**config.mk**
```make
export PLATFORM = sky130hd
export DESIGN_NAME = spsc_ctrl
export DESIGN_NICKNAME = d
export VERILOG_FILES = /design/src/rtl/spsc_pkg.sv /design/src/rtl/spsc_ctrl.sv
export VERILOG_INCLUDE_DIRS = /design/src /design/src/rtl
export SDC_FILE = /design/constraint.sdc
export NUM_CORES = 1
export LEC_CHECK = 0
export ABC_AREA = 1
export BUFFER_PORTS_ARGS = -buffer_cell sky130_fd_sc_hd__buf_2
export CAP_MARGIN = 20
export CORE_AREA = 10 10 47 49
export CTS_CLUSTER_DIAMETER = 80
export DETAILED_ROUTE_END_ITERATION = 10
export DIE_AREA = 0 0 57 59
export PLACE_DENSITY_LB_ADDON = 0.2
export SLEW_MARGIN = 10
export SYNTH_ARGS = -nofsm -noshare
export SYNTH_HDL_FRONTEND = slang
export SYNTH_SLANG_ARGS = --single-unit
```
**constraint.sdc**
```tcl
create_clock -name clk -period 2.15 [get_ports clk]
set_input_delay 0.215 -clock clk [delete_from_list [all_inputs] [get_ports clk]]
set_output_delay 0.215 -clock clk [all_outputs]
set_load 0.02 [all_outputs]
```
**src/rtl/successor_position_search_core_assert.svh**
```systemverilog
`ifndef SUCCESSOR_POSITION_SEARCH_CORE_ASSERT_SVH
`define SUCCESSOR_POSITION_SEARCH_CORE_ASSERT_SVH

// same-cycle implication, checked out of reset
`define SPSC_ASSERT_NOW(label, clock, resetn, ante, cons) \
    label: assert property (@(posedge clock) disable iff (!(resetn)) (ante) |-> (cons)) \
        else $error("spsc assertion failed");

// next-cycle implication, checked out of reset
`define SPSC_ASSERT_NEXT(label, clock, resetn, ante, cons) \
    label: assert property (@(posedge clock) disable iff (!(resetn)) (ante) |=> (cons)) \
        else $error("spsc assertion failed");

`endif

```
**src/rtl/spsc_pkg.sv**
```systemverilog
package spsc_pkg;

    localparam int OPCODE_W = 2;
    localparam int RANK_W   = 16;
    localparam int POS_W    = 10;

    localparam logic [OPCODE_W-1:0] OP_CLEAR  = 2'd0;
    localparam logic [OPCODE_W-1:0] OP_APPEND = 2'd1;
    localparam logic [OPCODE_W-1:0] OP_QUERY  = 2'd2;

    typedef struct packed {
        logic clear;
        logic append;
        logic start;
        logic step;
        logic finish;
    } spsc_cmd_t;

    typedef struct packed {
        logic count_zero;
        logic last_issue;
        logic out_busy;
    } spsc_sts_t;

endpackage

```
**src/rtl/spsc_ctrl.sv**
```systemverilog
`include "successor_position_search_core_assert.svh"

module spsc_ctrl (
    input  logic                          clk,
    input  logic                          rst_n,
    input  logic                          in_valid,
    output logic                          in_ready,
    input  logic [spsc_pkg::OPCODE_W-1:0] opcode,
    input  logic                          out_ready,
    input  spsc_pkg::spsc_sts_t           sts,
    output spsc_pkg::spsc_cmd_t           cmd
);
    import spsc_pkg::*;

    localparam logic [1:0] ST_IDLE   = 2'd0;
    localparam logic [1:0] ST_SCAN   = 2'd1;
    localparam logic [1:0] ST_DRAIN  = 2'd2;
    localparam logic [1:0] ST_FINISH = 2'd3;

    logic [1:0] state_reg;
    logic [1:0] state_next;
    logic       accept;

    assign in_ready = (state_reg == ST_IDLE);
    assign accept   = in_valid && in_ready;

    always_comb
    begin
        state_next = state_reg;
        cmd        = '0;
        case (state_reg)
            ST_IDLE:
            begin
                if (accept)
                begin
                    case (opcode)
                        OP_CLEAR:
                        begin
                            cmd.clear = 1'b1;
                        end
                        OP_APPEND:
                        begin
                            cmd.append = 1'b1;
                        end
                        OP_QUERY:
                        begin
                            cmd.start  = 1'b1;
                            state_next = sts.count_zero ? ST_FINISH : ST_SCAN;
                        end
                        default:
                        begin
                            // unused code, word is dropped
                        end
                    endcase
                end
            end
            ST_SCAN:
            begin
                cmd.step = 1'b1;
                if (sts.last_issue)
                begin
                    state_next = ST_DRAIN;
                end
            end
            ST_DRAIN:
            begin
                // last read word is compared in this cycle
                state_next = ST_FINISH;
            end
            ST_FINISH:
            begin
                if (!sts.out_busy || out_ready)
                begin
                    cmd.finish = 1'b1;
                    state_next = ST_IDLE;
                end
            end
            default:
            begin
                state_next = ST_IDLE;
            end
        endcase
    end

    always_ff @(posedge clk or negedge rst_n)
    begin
        if (!rst_n)
        begin
            state_reg <= ST_IDLE;
        end
        else
        begin
            state_reg <= state_next;
        end
    end

    `SPSC_ASSERT_NOW(a_scan_nonempty, clk, rst_n, state_reg == ST_SCAN, !sts.count_zero)
    `SPSC_ASSERT_NOW(a_finish_slot_free, clk, rst_n, cmd.finish, !sts.out_busy || out_ready)
    `SPSC_ASSERT_NEXT(a_query_leaves_idle, clk, rst_n, accept && opcode == OP_QUERY, !in_ready)

endmodule

```
==> flow_results.org <==
** Power and ir drop
- The design draws 0.478 mW.
- Power spread over the standard cell area amounts to 1180 mW/mm².
- VDD sags by at most 0.387 mV.
- Static leakage :: 0.243 nW

** Place
- Placed wire-length estimate :: 602 µm
- Buffers placed on the I/O ports in this run total 14.
- Post-placement cell area :: 372 µm²
- Final weighted congestion of routability-driven global placement :: 0.717

** Clock tree
- Clock latency of the later-clocked register in the worst-skew pair :: 0.22 ns
- TritonCTS sink count :: 2
- CTS placed an instance of sky130_fd_sc_hd__clkbuf_4 at the clock tree root.
- TritonCTS built the clock tree.
- Clock-pin slew was measured on the worst setup and hold paths at 0.03 ns.
- CTS Buf Count :: 3
- In this run the number of H-tree levels came out at 1.
- Post-CTS Setup Inserts :: 0
- Number of buffers inserted by hold repair at cts :: 1
- Resized cells post-CTS :: 0
- Maximum root-to-sink buffer count :: 2

** Timing
- The count of final hold-check violations came to 0.
- Unrepaired setup endpoints after global routing :: no
- For the final routed database, the setup TNS stands at 0 ns.
- For the finished layout, the period the worst path requires is 1.73 ns.
- Measured against its own limit, the worst slew margin works out to 0.867.
- At the pin with the least slew margin, the transition time is 0.197 ns.
- The number of pins exceeding their max-slew limit in the final report came to 0.
- Largest clock skew in the final design :: 0.00316 ns
- Final setup violation count :: 0
- For this run, the top clock speed supported by timing is 578 MHz.
- Of the available clock period, the critical path in the final layout requires 0.804.
- Final hold analysis gives a worst-case slack of 0.323 ns.

** Synthesis
- Post-synth top area cell :: sky130_fd_sc_hd__ha_1
- The share of synthesized area in the top cell type comes to 0.222.
- Area of the mapped netlist :: 282 µm²
- The average instance in the mapped netlist occupies 7.41 µm².
- Ranked by total cell area, the synthesized netlist is headed by sky130_fd_sc_hd__ha_1 22%, sky130_fd_sc_hd__dfrtp_1 18%, sky130_fd_sc_hd__nand2_1 13%.
- Total of warnings raised by yosys :: 0
- Sequential-to-total area share from yosys stat :: 0.178
- Counting every net in the synthesized netlist gives 52.
- After technology mapping, the gate count stands at 38.
- Yosys mapped the design onto 14 distinct sky130hd cell types.
- Synthesis inferred 2 register bits.

** GRT
- Global-route track usage on met2 :: 0.0651
- The first global-routing pass estimated 1120 µm of wire.
- Gr busiest metal :: met2
- Pin count of the biggest net entering global routing :: 6
- Grt met1 use :: 0.0414
- Number of global-route vias before repair :: 273
- Antenna violations before repair :: 0
- For met3 alone, demand over resource in global routing was 0.0215.
- After global routing the overflow that remains totals 0.
- Across every metal layer, demand over resource in global routing totals 0.0414.

** Final layout
- Summing all flip-flop and latch instances after layout gives 50.0 µm².
- Leaving out fill and tap cells, the most frequent cells in the layout are 14 x sky130_fd_sc_hd__buf_2, 10 x sky130_fd_sc_hd__nand2_1, 6 x sky130_fd_sc_hd__inv_1.
- The library cell used most frequently in the layout, excluding fill and tap cells, is sky130_fd_sc_hd__buf_2.
- The net count of the finished layout is 72.
- The area growth from synthesis to layout is 43.6%.
- Fill cells :: 162
- Combined area of the multi-input logic cells :: 201 µm²
- The register with the most flip-flops in the layout has 2 of them.
- Post-layout instance area :: 404 µm²
- The number of antenna diodes in the final layout is 0.
- Share of post-route cells with drive strength above 1 :: 0.429

** Floorplanning
- After floorplanning, the core was divided into 14 placement rows.
- Die H :: 59 µm
- In this run the count of I/O pins placed on the die edge is 15.
- Effective utilization at floorplan :: 0.201
- The region available for standard cell placement spans 0.00140 mm².
- Floorplan die width :: 57 µm
- Die footprint :: 0.00336 mm²

** Outcome
- Result of the run :: finished, final reports clean

** Setup path
- Data arrival time of the worst path :: 1.51 ns
- Critical-path cell list :: inv_1, ha_1, inv_2, nor4_2, buf_2
- Maximum fanout encountered on the critical timing path :: 5
- The cell family contributing the most delay on the critical path is buffers and inverters.
- Counting both buffers and inverters, the worst setup path holds a total of 3.
- STA classifies the critical path endpoint as an output port.
- The critical path is of the reg2out type.
- Max stage delay on crit path :: 0.39 ns
- Crit path max-delay cell type :: sky130_fd_sc_hd__dfrtp_1
- Startpoint class of the critical path :: flip-flop
- At the worst endpoint, the required time is 1.93 ns.

** Drt
- First drt pass iteration count :: 4
- Final wirelength :: 687 µm
- Detailed-route wire length per cell :: 9.54 µm
- The first routing iteration left 11 violations.
- In this run the remaining antenna-violating nets after routing total 0.
- Vias per cell :: 4.01
- In the routed design, unresolved DRC markers number 0.
- The routed layout has 289 vias.

** Hold path
- The tightest min-delay check is of the in2async type.

** Flow run
- Across the run, the number of max-cap violations was 0.
-- layout make-up --
| class | count | area share |
|---|---|---|
| Clock buffer | 3 | 0.0557 |
| Sequential cell | 2 | 0.124 |
| Timing Repair Buffer | 15 | 0.198 |
| Multi-Input combinational cell | 28 | 0.498 |
| Inverter | 8 | 0.0743 |
| Tap cell | 16 | 0.0495 |
-- synth_stat cells, drive strengths merged --
cell    count
dfrtp       2
or2         1
nor3        1
nor4        2
nand3       1
ha          5
nand2      13
a21boi      1
nand4       2
o21bai      2
inv         8
-- routing by layer --
metal  part of all wire  vias to the layer above
li1                   -                      159
met1               0.39                      124
met2               0.54                        6
met3              0.066                        0
met4                  0                        0
met5                  0                        -
-- report_power, final --
group | leakage [nW] | switching [mW] | internal, mW | total (mW)
sequential | 0.0246 | 0.0152 | 0.0583 | 0.0735
clock | 0.0138 | 0.0202 | 0.0615 | 0.0816
combinational | 0.204 | 0.200 | 0.123 | 0.322
total | 0.243 | 0.235 | 0.243 | 0.478
-- stage by stage --
step,instances,utilization,setup WS (ns)
2_1_floorplan,38,-,0.312
3_3_place_gp,68,0.265,0.643
3_5_place_dp,68,0.265,0.636
4_1_cts,72,0.288,0.389
5_1_grt,72,0.288,0.251
6_report,72,0.288,0.421
-- kinds of logic after synthesis --
group,Yosys count,share of synthesized area
buffers and inverters,8,0.107
adder cells (fa/ha/maj),5,0.222
AO/OA/AOI/OAI,3,0.0800
AND/OR/NAND/NOR,20,0.413
flip-flops,2,0.178
-- worst paths after layout --
kind | from | end | slack [ns] | cells past startpoint
max | state_reg[0]$_DFFE_PN0P_ | cmd[3] | 0.42 | 5
min | rst_n | state_reg[0]$_DFFE_PN0P_ | 0.32 | 2
max reg2reg | state_reg[0]$_DFFE_PN0P_ | state_reg[0]$_DFFE_PN0P_ | 0.92 | 5
min reg2reg | state_reg[1]$_DFFE_PN0P_ | state_reg[1]$_DFFE_PN0P_ | 0.70 | 3
max in group asynchronous | rst_n | state_reg[1]$_DFFE_PN0P_ | 1.73 | 2
min in group clk | sts[2] | state_reg[1]$_DFFE_PN0P_ | 0.36 | 5
Power figures use the tool's default switching activity.
